### config.mk
export PLATFORM = sky130hd
export DESIGN_NAME = rv64_ima_instruction_decoder_flat
export DESIGN_NICKNAME = d
export VERILOG_FILES = /design/src/rtl/rvdec_pkg.sv /design/src/rtl/rvdec_if.sv /design/src/rtl/rv64_ima_instruction_decoder.sv /design/src/flat_wrapper.sv
export SDC_FILE = /design/constraint.sdc
export NUM_CORES = 1
export LEC_CHECK = 0
export BUFFER_PORTS_ARGS = -buffer_cell sky130_fd_sc_hd__clkbuf_2
export CORE_UTILIZATION = 40
export CTS_CLUSTER_DIAMETER = 200
export DETAILED_ROUTE_END_ITERATION = 8
export SLEW_MARGIN = 10
export SYNTH_ARGS = -nofsm -noshare
export SYNTH_HDL_FRONTEND = slang
export SYNTH_SLANG_ARGS = --single-unit
### constraint.sdc
create_clock -name clock -period 6.42 [get_ports clock]
set_clock_uncertainty 0.15 [all_clocks]
set_input_delay 0.963 -clock clock [delete_from_list [all_inputs] [get_ports clock]]
set_output_delay 0.963 -clock clock [all_outputs]
set_load 0.1 [all_outputs]
### src/rtl/rvdec_pkg.sv
`timescale 1ns / 1ps
`default_nettype none
package rvdec_pkg;

   localparam int XLEN      = 64;
   localparam int ADDR_BITS = 32;

   // Result immediate is sign-extended to XLEN and zero above it.
   localparam logic [63:0] IMM_MASK =
      (XLEN >= 64) ? 64'hFFFF_FFFF_FFFF_FFFF : ((64'd1 << XLEN) - 64'd1);
   localparam logic [31:0] PC_MASK =
      (ADDR_BITS >= 32) ? 32'hFFFF_FFFF : 32'((64'd1 << ADDR_BITS) - 64'd1);

   // Major opcodes (instruction bits 6:2).
   localparam logic [4:0] MAJ_AMO     = 5'h0B;
   localparam logic [4:0] MAJ_OP      = 5'h0C;
   localparam logic [4:0] MAJ_OPIMM   = 5'h04;
   localparam logic [4:0] MAJ_OPIMM32 = 5'h06;
   localparam logic [4:0] MAJ_OP32    = 5'h0E;
   localparam logic [4:0] MAJ_AUIPC   = 5'h05;
   localparam logic [4:0] MAJ_BRANCH  = 5'h18;

   localparam logic [6:0] F7_BASE   = 7'h00;
   localparam logic [6:0] F7_MULDIV = 7'h01;
   localparam logic [6:0] F7_ALT    = 7'h20;
   localparam logic [5:0] F6_BASE   = 6'h00;
   localparam logic [5:0] F6_SRAI   = 6'h10;

   localparam logic [2:0] F3_ADD   = 3'd0;
   localparam logic [2:0] F3_SLL   = 3'd1;
   localparam logic [2:0] F3_AMO_W = 3'd2;
   localparam logic [2:0] F3_AMO_D = 3'd3;
   localparam logic [2:0] F3_SR    = 3'd5;

   localparam logic [3:0] AMO_KIND_NONE = 4'd0;
   localparam logic [3:0] AMO_KIND_LR   = 4'd3;

   typedef enum logic [2:0] {
      FMT_NONE = 3'd0,
      FMT_R    = 3'd1,
      FMT_I    = 3'd2,
      FMT_U    = 3'd3,
      FMT_SB   = 3'd4
   } fmt_type;

   localparam logic [6:0] OPC_NONE  = 7'd0;
   localparam logic [6:0] OPC_SUB   = 7'd24;
   localparam logic [6:0] OPC_SRA   = 7'd30;
   localparam logic [6:0] OPC_MUL   = 7'd33;
   localparam logic [6:0] OPC_SLLI  = 7'd42;
   localparam logic [6:0] OPC_SRLI  = 7'd46;
   localparam logic [6:0] OPC_SRAI  = 7'd47;
   localparam logic [6:0] OPC_ADDIW = 7'd50;
   localparam logic [6:0] OPC_SLLIW = 7'd51;
   localparam logic [6:0] OPC_SRLIW = 7'd52;
   localparam logic [6:0] OPC_SRAIW = 7'd53;
   localparam logic [6:0] OPC_ADDW  = 7'd54;
   localparam logic [6:0] OPC_SUBW  = 7'd55;
   localparam logic [6:0] OPC_SLLW  = 7'd56;
   localparam logic [6:0] OPC_SRLW  = 7'd57;
   localparam logic [6:0] OPC_SRAW  = 7'd58;
   localparam logic [6:0] OPC_AUIPC = 7'd64;

   // AMO funct5 to operation kind; zero marks an unused funct5.
   localparam logic [3:0] AMO_KIND [32] = '{
      4'd1, 4'd2, 4'd3, 4'd4, 4'd5, 4'd0, 4'd0, 4'd0,
      4'd6, 4'd0, 4'd0, 4'd0, 4'd7, 4'd0, 4'd0, 4'd0,
      4'd8, 4'd0, 4'd0, 4'd0, 4'd9, 4'd0, 4'd0, 4'd0,
      4'd10, 4'd0, 4'd0, 4'd0, 4'd11, 4'd0, 4'd0, 4'd0
   };
   localparam logic [6:0] OP_BASE_CODE [8] = '{
      7'd23, 7'd25, 7'd26, 7'd27, 7'd28, 7'd29, 7'd31, 7'd32
   };
   localparam logic [6:0] OPIMM_CODE [8] = '{
      7'd41, 7'd42, 7'd43, 7'd44, 7'd45, 7'd0, 7'd48, 7'd49
   };
   localparam logic [6:0] OP32_MULDIV_CODE [8] = '{
      7'd59, 7'd0, 7'd0, 7'd0, 7'd60, 7'd61, 7'd62, 7'd63
   };
   localparam logic [6:0] BRANCH_CODE [8] = '{
      7'd65, 7'd66, 7'd0, 7'd0, 7'd67, 7'd68, 7'd69, 7'd70
   };

   typedef struct packed {
      logic [31:0] instr_word;
      logic [31:0] fetch_pc;
      logic        fetch_fault;
      logic        exec_allowed;
      logic        from_debug_buffer;
   } req_type;

   typedef struct packed {
      logic [6:0]         op_code;
      logic [2:0]         format_class;
      logic [5:0]         src1_reg;
      logic [5:0]         src2_reg;
      logic [5:0]         dest_reg;
      logic signed [63:0] immediate;
      logic               illegal;
      logic               short_form;
      logic [31:0]        pc_out;
      logic               fault_out;
      logic               exec_out;
      logic               debug_out;
   } rsp_type;

endpackage
`default_nettype wire

### src/rtl/rvdec_if.sv
`timescale 1ns / 1ps
`default_nettype none
interface rvdec_req_if;
   import rvdec_pkg::*;

   logic    valid;
   logic    ready;
   req_type payload;

   modport source (output valid, output payload, input ready);
   modport sink (input valid, input payload, output ready);
endinterface

interface rvdec_rsp_if;
   import rvdec_pkg::*;

   logic    valid;
   logic    ready;
   rsp_type payload;

   modport source (output valid, output payload, input ready);
   modport sink (input valid, input payload, output ready);
endinterface
`default_nettype wire

### src/rtl/rv64_ima_instruction_decoder.sv
// Each accepted item is held in the input register, decoded, and held again
// in the result register. Throughput: one item per cycle while the response
// side is ready; each register advances whenever the stage after it is empty
// or being drained. Reset is synchronous and active high; it empties both
// stages and leaves the payload registers as they are.
`timescale 1ns / 1ps
`default_nettype none
module rv64_ima_instruction_decoder (
   input wire logic  clock,
   input wire logic  reset,
   rvdec_req_if.sink   req_chan,
   rvdec_rsp_if.source rsp_chan
);
   import rvdec_pkg::*;

   // Stage one holds the fetched item exactly as it arrived. Stage two holds
   // the decoded response item until the consumer takes it.
   logic    s1_valid_ff, s1_valid_in;
   req_type s1_data_ff;
   logic    rsp_valid_ff, rsp_valid_in;
   rsp_type rsp_data_ff, rsp_data_in;

   logic    s1_ready;
   logic    s2_ready;

   // A stage may load when it is empty or when its content leaves this cycle.
   assign s2_ready = !rsp_valid_ff || rsp_chan.ready;
   assign s1_ready = !s1_valid_ff || s2_ready;

   assign req_chan.ready   = s1_ready;
   assign rsp_chan.valid   = rsp_valid_ff;
   assign rsp_chan.payload = rsp_data_ff;

   assign s1_valid_in  = s1_ready ? req_chan.valid : s1_valid_ff;
   assign rsp_valid_in = s2_ready ? s1_valid_ff : rsp_valid_ff;

   // Decode of the word held in stage one.
   logic [31:0] w;
   logic [4:0]  maj;
   logic [2:0]  f3;
   logic [6:0]  f7;
   logic [5:0]  f6;
   logic [4:0]  rs1;
   logic [4:0]  rs2;
   logic [4:0]  rd;
   logic [3:0]  amo_kind;
   logic [63:0] imm_i;
   logic [63:0] imm_u;
   logic [63:0] imm_b;
   logic [6:0]  code;
   fmt_type     fmt;
   logic [5:0]  s1_reg;
   logic [5:0]  s2_reg;
   logic [5:0]  d_reg;
   logic [63:0] imm;
   logic        err;

   assign w        = s1_data_ff.instr_word;
   assign maj      = w[6:2];
   assign f3       = w[14:12];
   assign f7       = w[31:25];
   assign f6       = w[31:26];
   assign rs1      = w[19:15];
   assign rs2      = w[24:20];
   assign rd       = w[11:7];
   assign amo_kind = AMO_KIND[w[31:27]];
   assign imm_i    = {{52{w[31]}}, w[31:20]};
   assign imm_u    = {{32{w[31]}}, w[31:12], 12'b0};
   assign imm_b    = {{51{w[31]}}, w[31], w[7], w[30:25], w[11:8], 1'b0};

   always_comb begin
      code   = OPC_NONE;
      fmt    = FMT_NONE;
      s1_reg = 6'd0;
      s2_reg = 6'd0;
      d_reg  = 6'd0;
      imm    = 64'd0;
      err    = 1'b0;
      unique case (maj)
         MAJ_AMO: begin
            fmt    = FMT_R;
            s1_reg = {1'b0, rs1};
            s2_reg = {1'b0, rs2};
            d_reg  = {1'b0, rd};
            // LR reads memory only, so a nonzero rs2 field is rejected.
            if ((amo_kind == AMO_KIND_NONE) || ((f3 != F3_AMO_W) && (f3 != F3_AMO_D))
                  || ((amo_kind == AMO_KIND_LR) && (rs2 != 5'd0))) begin
               err = 1'b1;
            end else begin
               // Word forms take odd numbers and doubleword forms the next even.
               code = 7'({amo_kind - 4'd1, 1'b0}) + ((f3 == F3_AMO_W) ? 7'd1 : 7'd2);
            end
         end
         MAJ_OP: begin
            fmt    = FMT_R;
            s1_reg = {1'b0, rs1};
            s2_reg = {1'b0, rs2};
            d_reg  = {1'b0, rd};
            priority if (f7 == F7_BASE) begin
               code = OP_BASE_CODE[f3];
            end else if (f7 == F7_MULDIV) begin
               code = OPC_MUL + {4'd0, f3};
            end else if ((f7 == F7_ALT) && (f3 == F3_ADD)) begin
               code = OPC_SUB;
            end else if ((f7 == F7_ALT) && (f3 == F3_SR)) begin
               code = OPC_SRA;
            end else begin
               err = 1'b1;
            end
         end
         MAJ_OPIMM: begin
            fmt    = FMT_I;
            s1_reg = {1'b0, rs1};
            d_reg  = {1'b0, rd};
            imm    = imm_i;
            // Shifts carry a six-bit shift amount; the bits above it select
            // between logical and arithmetic right shift.
            priority if (f3 == F3_SLL) begin
               if (f6 == F6_BASE) code = OPC_SLLI;
               else               err  = 1'b1;
            end else if (f3 == F3_SR) begin
               priority if (f6 == F6_BASE)      code = OPC_SRLI;
               else if (f6 == F6_SRAI)          code = OPC_SRAI;
               else                             err  = 1'b1;
            end else begin
               code = OPIMM_CODE[f3];
            end
         end
         MAJ_OPIMM32: begin
            fmt    = FMT_I;
            s1_reg = {1'b0, rs1};
            d_reg  = {1'b0, rd};
            imm    = imm_i;
            priority if (f3 == F3_ADD)                       code = OPC_ADDIW;
            else if ((f3 == F3_SLL) && (f7 == F7_BASE))      code = OPC_SLLIW;
            else if ((f3 == F3_SR) && (f7 == F7_BASE))       code = OPC_SRLIW;
            else if ((f3 == F3_SR) && (f7 == F7_ALT))        code = OPC_SRAIW;
            else                                             err  = 1'b1;
         end
         MAJ_OP32: begin
            fmt    = FMT_R;
            s1_reg = {1'b0, rs1};
            s2_reg = {1'b0, rs2};
            d_reg  = {1'b0, rd};
            priority if (f7 == F7_MULDIV)                    code = OP32_MULDIV_CODE[f3];
            else if ((f7 == F7_BASE) && (f3 == F3_ADD))      code = OPC_ADDW;
            else if ((f7 == F7_ALT) && (f3 == F3_ADD))       code = OPC_SUBW;
            else if ((f7 == F7_BASE) && (f3 == F3_SLL))      code = OPC_SLLW;
            else if ((f7 == F7_BASE) && (f3 == F3_SR))       code = OPC_SRLW;
            else if ((f7 == F7_ALT) && (f3 == F3_SR))        code = OPC_SRAW;
            else                                             code = OPC_NONE;
            // Unused multiply-divide funct3 values land here as well.
            if (code == OPC_NONE) err = 1'b1;
         end
         MAJ_AUIPC: begin
            fmt   = FMT_U;
            d_reg = {1'b0, rd};
            imm   = imm_u;
            code  = OPC_AUIPC;
         end
         MAJ_BRANCH: begin
            fmt    = FMT_SB;
            s1_reg = {1'b0, rs1};
            s2_reg = {1'b0, rs2};
            imm    = imm_b;
            code   = BRANCH_CODE[f3];
            if (code == OPC_NONE) err = 1'b1;
         end
         default: begin
            // Major opcodes outside the supported set decode to nothing.
            code = OPC_NONE;
         end
      endcase
   end

   always_comb begin
      rsp_data_in.op_code      = code;
      rsp_data_in.format_class = fmt;
      rsp_data_in.src1_reg     = s1_reg;
      rsp_data_in.src2_reg     = s2_reg;
      rsp_data_in.dest_reg     = d_reg;
      rsp_data_in.immediate    = imm & IMM_MASK;
      rsp_data_in.illegal      = err;
      rsp_data_in.short_form   = (w[1:0] != 2'b11);
      rsp_data_in.pc_out       = s1_data_ff.fetch_pc & PC_MASK;
      rsp_data_in.fault_out    = s1_data_ff.fetch_fault;
      rsp_data_in.exec_out     = s1_data_ff.exec_allowed;
      rsp_data_in.debug_out    = s1_data_ff.from_debug_buffer;
   end

   always_ff @(posedge clock) begin
      if (reset) begin
         s1_valid_ff  <= 1'b0;
         rsp_valid_ff <= 1'b0;
      end else begin
         s1_valid_ff  <= s1_valid_in;
         rsp_valid_ff <= rsp_valid_in;
      end
   end

   always_ff @(posedge clock) begin
      if (s1_ready) begin
         s1_data_ff <= req_chan.payload;
      end
      if (s2_ready) begin
         rsp_data_ff <= rsp_data_in;
      end
   end

`ifndef SYNTHESIS
   // Backpressure on the request side only when both stages hold an item.
   a_ready_low_only_full: assert property (@(posedge clock) disable iff (reset)
      !req_chan.ready |-> (s1_valid_ff && rsp_valid_ff))
      else $error("request stalled with a free stage");

   // An item in stage one is never dropped while the response is stalled.
   a_s1_holds: assert property (@(posedge clock) disable iff (reset)
      (s1_valid_ff && !s2_ready) |=> (s1_valid_ff && $stable(s1_data_ff)))
      else $error("stage one item lost under stall");

   // A taken response with nothing behind it leaves the output empty.
   a_rsp_drains: assert property (@(posedge clock) disable iff (reset)
      (rsp_valid_ff && rsp_chan.ready && !s1_valid_ff) |=> !rsp_valid_ff)
      else $error("response repeated after it was taken");

   // An illegal encoding never carries an instruction number.
   a_illegal_no_code: assert property (@(posedge clock) disable iff (reset)
      (rsp_valid_ff && rsp_data_ff.illegal) |-> (rsp_data_ff.op_code == OPC_NONE))
      else $error("illegal item with a nonzero op code");
`endif

endmodule
`default_nettype wire

### src/flat_wrapper.sv
// flat-port wrapper written by rule: the top's interface ports become plain ports
module rv64_ima_instruction_decoder_flat import rvdec_pkg::*;
  (clock, reset, req_chan_valid, req_chan_payload, req_chan_ready, rsp_chan_valid, rsp_chan_payload, rsp_chan_ready);
  rvdec_req_if req_chan_i ();
  rvdec_rsp_if rsp_chan_i ();
  input wire logic clock;
  input wire logic reset;
  input wire logic [$bits(req_chan_i.valid)-1:0] req_chan_valid;
  input wire logic [$bits(req_chan_i.payload)-1:0] req_chan_payload;
  output wire logic [$bits(req_chan_i.ready)-1:0] req_chan_ready;
  output wire logic [$bits(rsp_chan_i.valid)-1:0] rsp_chan_valid;
  output wire logic [$bits(rsp_chan_i.payload)-1:0] rsp_chan_payload;
  input wire logic [$bits(rsp_chan_i.ready)-1:0] rsp_chan_ready;
  assign req_chan_i.valid = req_chan_valid;
  assign req_chan_i.payload = req_chan_payload;
  assign req_chan_ready = req_chan_i.ready;
  assign rsp_chan_valid = rsp_chan_i.valid;
  assign rsp_chan_payload = rsp_chan_i.payload;
  assign rsp_chan_i.ready = rsp_chan_ready;
  rv64_ima_instruction_decoder u_core (.clock(clock), .reset(reset), .req_chan(req_chan_i), .rsp_chan(rsp_chan_i));
endmodule
## After elaboration in Yosys (flattened, before gate mapping)

Memories as Yosys holds them, arrays and structs flattened.
Cells that the tools add are included.

| word-level totals | value |
|---|---|
| flip-flop bits (word level) | 198 |
| bits in latches | 0 |
| bits in writable memories | 0 |
| ROM bits | 352 |
| input port bits | 71 |
| output and inout bits | 131 |
| memories kept | 5 |

| cells by class | value |
|---|---|
| add/sub/neg operators | 3 |
| $mul | 0 |
| divide/modulo/power cells | 0 |
| order comparisons | 2 |
| equal/unequal tests | 17 |
| shifts and indexed selects | 0 |
| mux-type cells | 51 |
| bitwise operators | 2 |
| reductions and logical operators | 25 |

Memories:

| memory | words | bits a word | rd ports | clocked after memory_dff | wr ports | RTL line | text |
|---|---|---|---|---|---|---|---|
| (name not given) | 32 | 4 | 1 | 0 | 0 | rv64_ima_instruction_decoder.sv:66 | `assign amo_kind = AMO_KIND[w[31:27]];` |
| (name not given) | 8 | 7 | 1 | 0 | 0 | rv64_ima_instruction_decoder.sv:126 | `code = OPIMM_CODE[f3];` |
| (name not given) | 8 | 7 | 1 | 0 | 0 | rv64_ima_instruction_decoder.sv:100 | `code = OP_BASE_CODE[f3];` |
| (name not given) | 8 | 7 | 1 | 0 | 0 | rv64_ima_instruction_decoder.sv:145 | `priority if (f7 == F7_MULDIV) code = OP32_MULDIV_CODE[f3];` |
| (name not given) | 8 | 7 | 1 | 0 | 0 | rv64_ima_instruction_decoder.sv:166 | `code = BRANCH_CODE[f3];` |

Operator list:

| kind | count |
|---|---|
| $pmux 64 s3 | 1 |
| $mux 7 | 24 |
| $pmux 7 s7 | 1 |
| $mux 6 | 4 |
| $logic_not 7->1 | 3 |
| $eq 5x3->1 const B | 3 |
| $eq 5x4->1 const B | 3 |
| $mux 1 | 15 |
| $pmux 3 s4 | 1 |
| $reduce_or 6->1 | 2 |
| $mux 4 | 2 |
| $add 5x7->7 | 1 |
| $add 6x3->7 const A | 1 |
| $eq 7x1->1 const B | 1 |
| $eq 7x6->1 const B | 1 |
| $logic_and 1x1->1 | 7 |
| $eq 6x5->1 const B | 1 |
| $ge 6x6->1 const B | 1 |
| $logic_not 6->1 | 1 |
| $ne 3x2->1 const B | 2 |
| $not 5->6 | 1 |
| $pmux 1 s6 | 1 |
| $eq 5x5->1 const B | 1 |
| $mux 5 | 1 |
| other kinds (17) | 21 |

## Depth between registers and ports, before layout

Gate-level depths: netlist of the first run.

| depth | value |
|---|---|
| depth after elaboration | 12 |
| mapped depth | 10 |

## Worst setup path before layout of the first run

OpenSTA, ideal clock, no wires.

| timing path | value |
|---|---|
| path kind | input port to output port |
| from | input port rsp_chan_ready |
| to | output port req_chan_ready |
| arrival | 3,065 ps |
| setup slack | 2,242 ps |
| stages | 2 |
| path buffers | 0 |
| path through | nor2b_1 > nand2_1 |

| on the way | value |
|---|---|
| word-level cells in the longest chain between the ends | 2 |

Ends and longest elaborated chain:

| what | RTL line | text |
|---|---|---|
| start, declared | flat_wrapper.sv:13 | `input wire logic [$bits(rsp_chan_i.ready)-1:0] rsp_chan_ready;` |
| $logic_or 1x1->1 | rv64_ima_instruction_decoder.sv:27 | `assign s2_ready = !rsp_valid_ff \|\| rsp_chan.ready;` |
| $logic_or 1x1->1 | rv64_ima_instruction_decoder.sv:28 | `assign s1_ready = !s1_valid_ff \|\| s2_ready;` |
| end, declared | flat_wrapper.sv:10 | `output wire logic [$bits(req_chan_i.ready)-1:0] req_chan_ready;` |

No other way between the ends.

## Final worst setup path of the first run

Ends and elaborated chain as after synthesis.

==> results of run 1 <==
power groups by stage:
stage	clock network, mW	registers, mW	logic, mW
final	1.00	1.28	0.571
after global placement	0	1.30	0.572
after global routing	1.07	1.28	0.590
after floorplan	0	1.58	0.207
after detailed placement	0	1.30	0.572
after CTS	1.03	1.28	0.573
state kept, by name (all words and copies together), names as in the netlist:
register                 count
u_core.rsp_chan.payload     94
u_core.rsp_chan.valid        1
u_core.rsp_data_in          35
u_core.s1_valid_ff           1
u_core.w                    32
logic make-up after synthesis:
kind of cell,count (synthesis)
AND/OR/NAND/NOR,129
adder cells (fa/ha/maj),15
flip-flops,163
AO/OA/AOI/OAI,94
buffers and inverters,74
multiplexers,3
other,1
XOR/XNOR,1
cells in the mapped netlist (2+ instances only):
| cell | number | area (um2) |
|---|---|---|
| a21o_1 | 21 | 158 |
| and2_1 | 14 | 87.6 |
| nand4_1 | 3 | 18.8 |
| a21oi_1 | 13 | 65.1 |
| o211ai_1 | 2 | 15.0 |
| o31ai_1 | 2 | 15.0 |
| dfxtp_1 | 2 | 40.0 |
| o211a_1 | 2 | 20.0 |
| nor4_1 | 3 | 18.8 |
| edfxtp_1 | 161 | 4830 |
| nor3b_1 | 2 | 15.0 |
| and3_1 | 2 | 12.5 |
| mux2i_1 | 2 | 20.0 |
| a21boi_0 | 2 | 15.0 |
| nand2b_1 | 8 | 50.1 |
| o21ai_0 | 14 | 70.1 |
| inv_1 | 17 | 63.8 |
| clkbuf_1 | 12 | 45.0 |
| nor4b_2 | 2 | 30.0 |
| a311oi_1 | 2 | 17.5 |
| ha_1 | 15 | 188 |
| nor3_1 | 11 | 55.1 |
| a31oi_1 | 8 | 50.1 |
| o22ai_1 | 3 | 18.8 |
| buf_6 | 2 | 22.5 |
| a22o_1 | 5 | 43.8 |
| buf_2 | 4 | 20.0 |
| o2111ai_1 | 2 | 17.5 |
| a22oi_1 | 2 | 15.0 |
| nand2_1 | 22 | 82.6 |
| nor2b_1 | 13 | 81.3 |
| nand3_1 | 10 | 50.1 |
| o41ai_1 | 2 | 17.5 |
| or4b_1 | 2 | 20.0 |
| nor2_1 | 26 | 97.6 |
| buf_4 | 37 | 278 |
worst max-delay path, cell delays in order:
cell	delay [ps]
clkbuf_2	80
nor2b_1	390
nand2_4	600
clkbuf_2	560
layout make-up:
type | instances | area [um2]
Clock buffer | 17 | 425
Clock inverter | 15 | 166
Fill cell | 1479 | 8260
Inverter | 19 | 73.8
Multi-Input combinational cell | 245 | 1660
Sequential cell | 163 | 4870
Tap cell | 220 | 275
Timing Repair Buffer | 203 | 1030
worst min-delay path by stage:
stage / start / end / slack (ps) / cells after the start
2_1_floorplan: u_core.rsp_data_in[0] / u_core.rsp_chan.payload[0] / 250 / 0
3_3_place_gp: u_core.rsp_data_in[5] / u_core.rsp_chan.payload[5] / 250 / 0
3_5_place_dp: u_core.rsp_data_in[1] / u_core.rsp_chan.payload[1] / 250 / 0
4_1_cts: u_core.rsp_data_in[32] / u_core.rsp_chan.payload[32] / 270 / 0
5_1_grt: u_core.rsp_data_in[29] / u_core.rsp_chan.payload[29] / 270 / 0
6_report: u_core.rsp_data_in[29] / u_core.rsp_chan.payload[29] / 270 / 0
metrics by stage:
step | instance area, um2 | hold WS, ps | total power [mW] | setup WS [ps] | std cells
2_1_floorplan | 6960 | 250 | 1.79 | 2240 | 482
6_report | 8500 | 269 | 2.85 | 2700 | 882
3_5_place_dp | 7910 | 255 | 1.87 | 2660 | 850
3_3_place_gp | 7910 | 251 | 1.87 | 2720 | 850
4_1_cts | 8500 | 269 | 2.88 | 2660 | 882
5_1_grt | 8500 | 274 | 2.95 | 2550 | 882
routing by layer:
metal / wire (um) / global-route usage
met1: 6660 / 0.233
met2: 7660 / 0.287
met3: 1560 / 0.0752
met4: 253 / 0.0612
met5: 0 / 0
==> impl_metrics.env, run 1 <==
export IMPL_cts_resized=0
export IMPL_drv_slew=0
export IMPL_rr_endpoint="u_core.rsp_chan.payload[36]"
export IMPL_p_leak_nw=3.79
export IMPL_ff2ff_path_depth=9
export IMPL_max_slew_margin=0.320
export IMPL_fmax_mhz=269
export IMPL_p_switching_uw=977
export IMPL_grt_pass1_vias=4336
export IMPL_setup_violations=0
export IMPL_die_w_um=134
export IMPL_postSynthCellCount=480
export IMPL_cp_data_arrival_time_ps=2610
export IMPL_crit_path_end_kind="output port"
export IMPL_clockBufferDepth=2
export IMPL_area_delta_synth_final_pct=22.3
export IMPL_cp_startpoint="rsp_chan_ready"
export IMPL_grt_max_degree=79
export IMPL_yosys_area_share_simple=0.107
export IMPL_antenna_found_initial=0
export IMPL_cp_endpoint="req_chan_ready"
export IMPL_cts_hold_buf=0
export IMPL_period_minus_slack_ps=3720
export IMPL_postCtsSetupBuffers=0
export IMPL_ant_nets=0
export IMPL_insertion_delay_ps=420
export IMPL_synth_mux_area_frac=0.00450
export IMPL_power_per_cell_area_mw_per_mm2=335
export IMPL_synth_seq_area_share=0.701
export IMPL_clock_sinks=163
export IMPL_wl_per_cell_um=18.3
export IMPL_root_buffer="clkbuf_16"
export IMPL_ys_types=66
export IMPL_grtUsageTotal=0.184
export IMPL_utilization=0.507
export IMPL_n_antenna_cell=0
export IMPL_drcViolationCount=0
export IMPL_core_area_mm2=0.0168
export IMPL_drt_wl_total_mm=16.1
export IMPL_fin_setup_tns_ps=0
export IMPL_vias=4530
export IMPL_power_frac_comb=0.200
export IMPL_hold_class="register to register"
export IMPL_final_common_cell="clkbuf_2"
export IMPL_synth_xor_area_frac=0.00126
export IMPL_synth_edf_count=161
export IMPL_grt_pass1_wl_mm=24.5
export IMPL_rsz0062_at_grt="no"
export IMPL_p_clk_frac=0.352
export IMPL_port_buffers=198
export IMPL_synthFlopType="edfxtp_1"
export IMPL_cts_max_level=4
export IMPL_final_cell_mix="clkbuf_2, edfxtp_1, nor2_1, nand2_1, a21o_1"
export IMPL_cp_max_fo=68
export IMPL_drive_gt1_frac=0.379
export IMPL_die_area_mm2=0.0179
export IMPL_switching_share=0.343
export IMPL_cp_required_ps=5310
export IMPL_cts_made_buffers=17
export IMPL_avgSynthCellArea_um2=14.5
export IMPL_r2r_start="u_core.w[27]"
export IMPL_synth_seq_cells=163
export IMPL_worst_pin_slew_ps=1020
export IMPL_outcome="finished, final reports clean"
export IMPL_vias_per_cell=5.14
export IMPL_start_kind="primary input"
export IMPL_drv_cap=0
export IMPL_internal_power_mw=1.87
export IMPL_drtIter0Drc=338
export IMPL_pin_count=202
export IMPL_irDropWorstVdd_v=0.000267
export IMPL_dieHeight_um=134
export IMPL_r2r_slack_ps=3240
export IMPL_first_pass_iters=5
export IMPL_ys_warn_count=0
export IMPL_pwr_share_seq=0.447
export IMPL_syn_area_mm2=0.00696
export IMPL_hold_viol=0
export IMPL_period_share=0.580
export IMPL_async_flop_share=0
export IMPL_num_rows=47
export IMPL_clk_pin_slew_worst_paths_ps=60
export IMPL_crit_type="primary input to output port"
export IMPL_cts_tree="yes"
export IMPL_fin_nets=735
export IMPL_place_hpwl_mm=11.1
export IMPL_initial_core_util=0.415
export IMPL_synth_compound_area_frac=0.0962
export IMPL_synth_fa_ha_area_frac=0.0270
export IMPL_place_gp_congestion=0.840
export IMPL_synth_top_family_by_area="simple AND/OR/NAND/NOR gates"
export IMPL_grt_overflow=0
No activity file was read; power rests on OpenSTA's default activity.
==> run 2, diff against run 1 <==
--- a/config.mk
+++ b/config.mk
@@ -9,6 +9,7 @@
 export CORE_UTILIZATION = 40
 export CTS_CLUSTER_DIAMETER = 200
 export DETAILED_ROUTE_END_ITERATION = 8
+export PLACE_DENSITY = 0.67
 export SLEW_MARGIN = 10
 export SYNTH_ARGS = -nofsm -noshare
 export SYNTH_HDL_FRONTEND = slang
==> constraint.sdc (replaced) <==
create_clock -name clock -period 3.1 [get_ports clock]
set_clock_uncertainty 0.15 [all_clocks]
set_input_delay 0.465 -clock clock [delete_from_list [all_inputs] [get_ports clock]]
set_output_delay 0.465 -clock clock [all_outputs]
set_load 0.1 [all_outputs]
==> run 2 against run 1 <==
First-iteration DRC count down 12%; clock power increased by 100%; critical path depth is 5 higher; via count increased by 1.4%; non-clock buffer count grew 15; wire length about the same; sequential share of layout area shrank 0.81 points; largest cell class unchanged.
==> impl_metrics.env, run 2 (synthesis results as in run 1) <==
export IMPL_outcome="finished, final reports clean"
export IMPL_slowest_stage="or4b_1"
export IMPL_cp_data_arrival_time_ps=2920
export IMPL_worst_pin_slew_ps=881
export IMPL_grt_pass1_vias=4479
export IMPL_hold_viol=0
export IMPL_timing_hold_ws_ps=63.4
export IMPL_n_antenna_cell=0
export IMPL_setup_ws_ps=179
export IMPL_setup_violations=0
export IMPL_initial_core_util=0.415
export IMPL_grt_overflow=0
export IMPL_cp_num_buf_inv=3
export IMPL_drt_wl_total_mm=16.1
export IMPL_fmax_mhz=342
export IMPL_clockBufferDepth=2
export IMPL_grt_max_degree=95
export IMPL_drtIter0Drc=298
export IMPL_path_common_cell="inv_1"
export IMPL_rsz0062_at_grt="no"
export IMPL_cts_tree="yes"
export IMPL_cp_required_ps=3100
export IMPL_crit_path_end_kind="register"
export IMPL_cp_endpoint="u_core.rsp_chan.payload[36]"
export IMPL_start_kind="register"
export IMPL_largest_register_ff_count=94
export IMPL_final_cell_mix="clkbuf_2, edfxtp_1, nor2_1, nand2_1, a21o_1"
export IMPL_insertion_delay_ps=410
export IMPL_die_w_um=134
export IMPL_drv_slew=0
export IMPL_period_minus_slack_ps=2920
export IMPL_cp_startpoint="u_core.w[27]"
export IMPL_root_buffer="clkbuf_16"
export IMPL_design_area_mm2=0.00863
export IMPL_pin_count=202
export IMPL_drv_cap=0
export IMPL_dp_slack_ps=132
export IMPL_final_common_cell="clkbuf_2"
export IMPL_irDropWorstVdd_v=0.000492
export IMPL_grt_pass1_wl_mm=24.8
export IMPL_place_gp_congestion=0.853
export IMPL_postCtsSetupBuffers=0
export IMPL_antenna_found_initial=0
export IMPL_hold_class="primary input to register"
export IMPL_critPathMaxStageDelay_ps=530
export IMPL_die_area_mm2=0.0179
export IMPL_area_delta_synth_final_pct=24.0
export IMPL_num_rows=47
export IMPL_fin_setup_tns_ps=0
export IMPL_rr_endpoint="u_core.rsp_chan.payload[36]"
export IMPL_vias=4593
export IMPL_clock_sinks=163
export IMPL_place_area_mm2=0.00804
export IMPL_path_cells="inv_1, ha_1, inv_1, o41ai_2, inv_1, ha_1, o211ai_2, a31oi_1, or4b_1"
export IMPL_crit_family="compound AO/OA/AOI/OAI gates"
export IMPL_r2r_start="u_core.w[27]"
export IMPL_period_share=0.942
export IMPL_vias_per_cell=5.12
export IMPL_crit_type="register to register"
export IMPL_core_area_mm2=0.0168
export IMPL_r2r_slack_ps=180
export IMPL_clk_pin_slew_worst_paths_ps=60
export IMPL_cts_max_level=4
export IMPL_grtUsageTotal=0.184
export IMPL_wl_per_cell_um=18.0
export IMPL_fill_cells=1438
export IMPL_ant_nets=0
export IMPL_first_pass_iters=5
export IMPL_cp_num_cells=9
export IMPL_power_per_cell_area_mw_per_mm2=679
export IMPL_drive_gt1_frac=0.397
export IMPL_port_buffers=198
export IMPL_fin_nets=750
export IMPL_drcViolationCount=0
export IMPL_dieHeight_um=134
export IMPL_cp_max_fo=5
export IMPL_ff2ff_path_depth=9
export IMPL_place_hpwl_mm=11.5
export IMPL_p_leak_nw=3.87
export IMPL_cts_made_buffers=17
export IMPL_max_slew_margin=0.413
run 2: how the worst min path moves through the flow:
stage / start / end / cells after the start
finish: reset / u_core.rsp_chan.valid / 2
CTS: reset / u_core.rsp_chan.valid / 2
floorplan: u_core.rsp_data_in[0] / u_core.rsp_chan.payload[0] / 0
global placement: u_core.rsp_data_in[4] / u_core.rsp_chan.payload[4] / 0
global route: req_chan_payload[31] / u_core.rsp_data_in[31] / 1
detailed placement: u_core.rsp_data_in[33] / u_core.rsp_chan.payload[33] / 0
run 2: where the power goes:
| group | total (mW) | internal, mW | switching [mW] |
|---|---|---|---|
| Sequential | 2.63 | 2.57 | 0.0669 |
| Combinational | 1.21 | 0.183 | 1.03 |
| Clock | 2.01 | 1.13 | 0.889 |
| Total | 5.86 | 3.87 | 1.98 |
run 2: per-stage QoR:
step | std cells | util | power [mW]
floorplan | 482 | - | 3.70
global placement | 865 | 0.480 | 3.88
detailed placement | 865 | 0.480 | 3.89
CTS | 897 | 0.514 | 5.91
global route | 897 | 0.515 | 6.04
finish | 897 | 0.515 | 5.86
run 2: layer usage:
metal	share of wire	GRT usage	wire (um)
met1	0.41	0.229	6590
met2	0.50	0.307	8090
met3	0.076	0.0495	1220
met4	0.015	0.0676	246
met5	0	0	0
run 2: layout make-up:
| type | count | area, um2 | share of cell area |
|---|---|---|---|
| Inverter | 19 | 75.1 | 0.00870 |
| Sequential cell | 163 | 4880 | 0.565 |
| Clock inverter | 15 | 148 | 0.0171 |
| Timing Repair Buffer | 218 | 1150 | 0.134 |
| Multi-Input combinational cell | 245 | 1670 | 0.194 |
| Clock buffer | 17 | 425 | 0.0493 |
| Tap cell | 220 | 275 | 0.0319 |
run 2: what timing repair did:
action | CTS | global route
resized for setup | 0 | 2
hold buffers | 0 | 0
endpoints found under the setup margin | 0 | 1
run 2: worst register-to-register path, cell delays in order (launching register included):
cell,delay (ps)
edfxtp_1,450
inv_1,90
ha_1,280
inv_1,40
o41ai_2,380
inv_1,110
ha_1,230
o211ai_2,280
a31oi_1,120
or4b_1,530
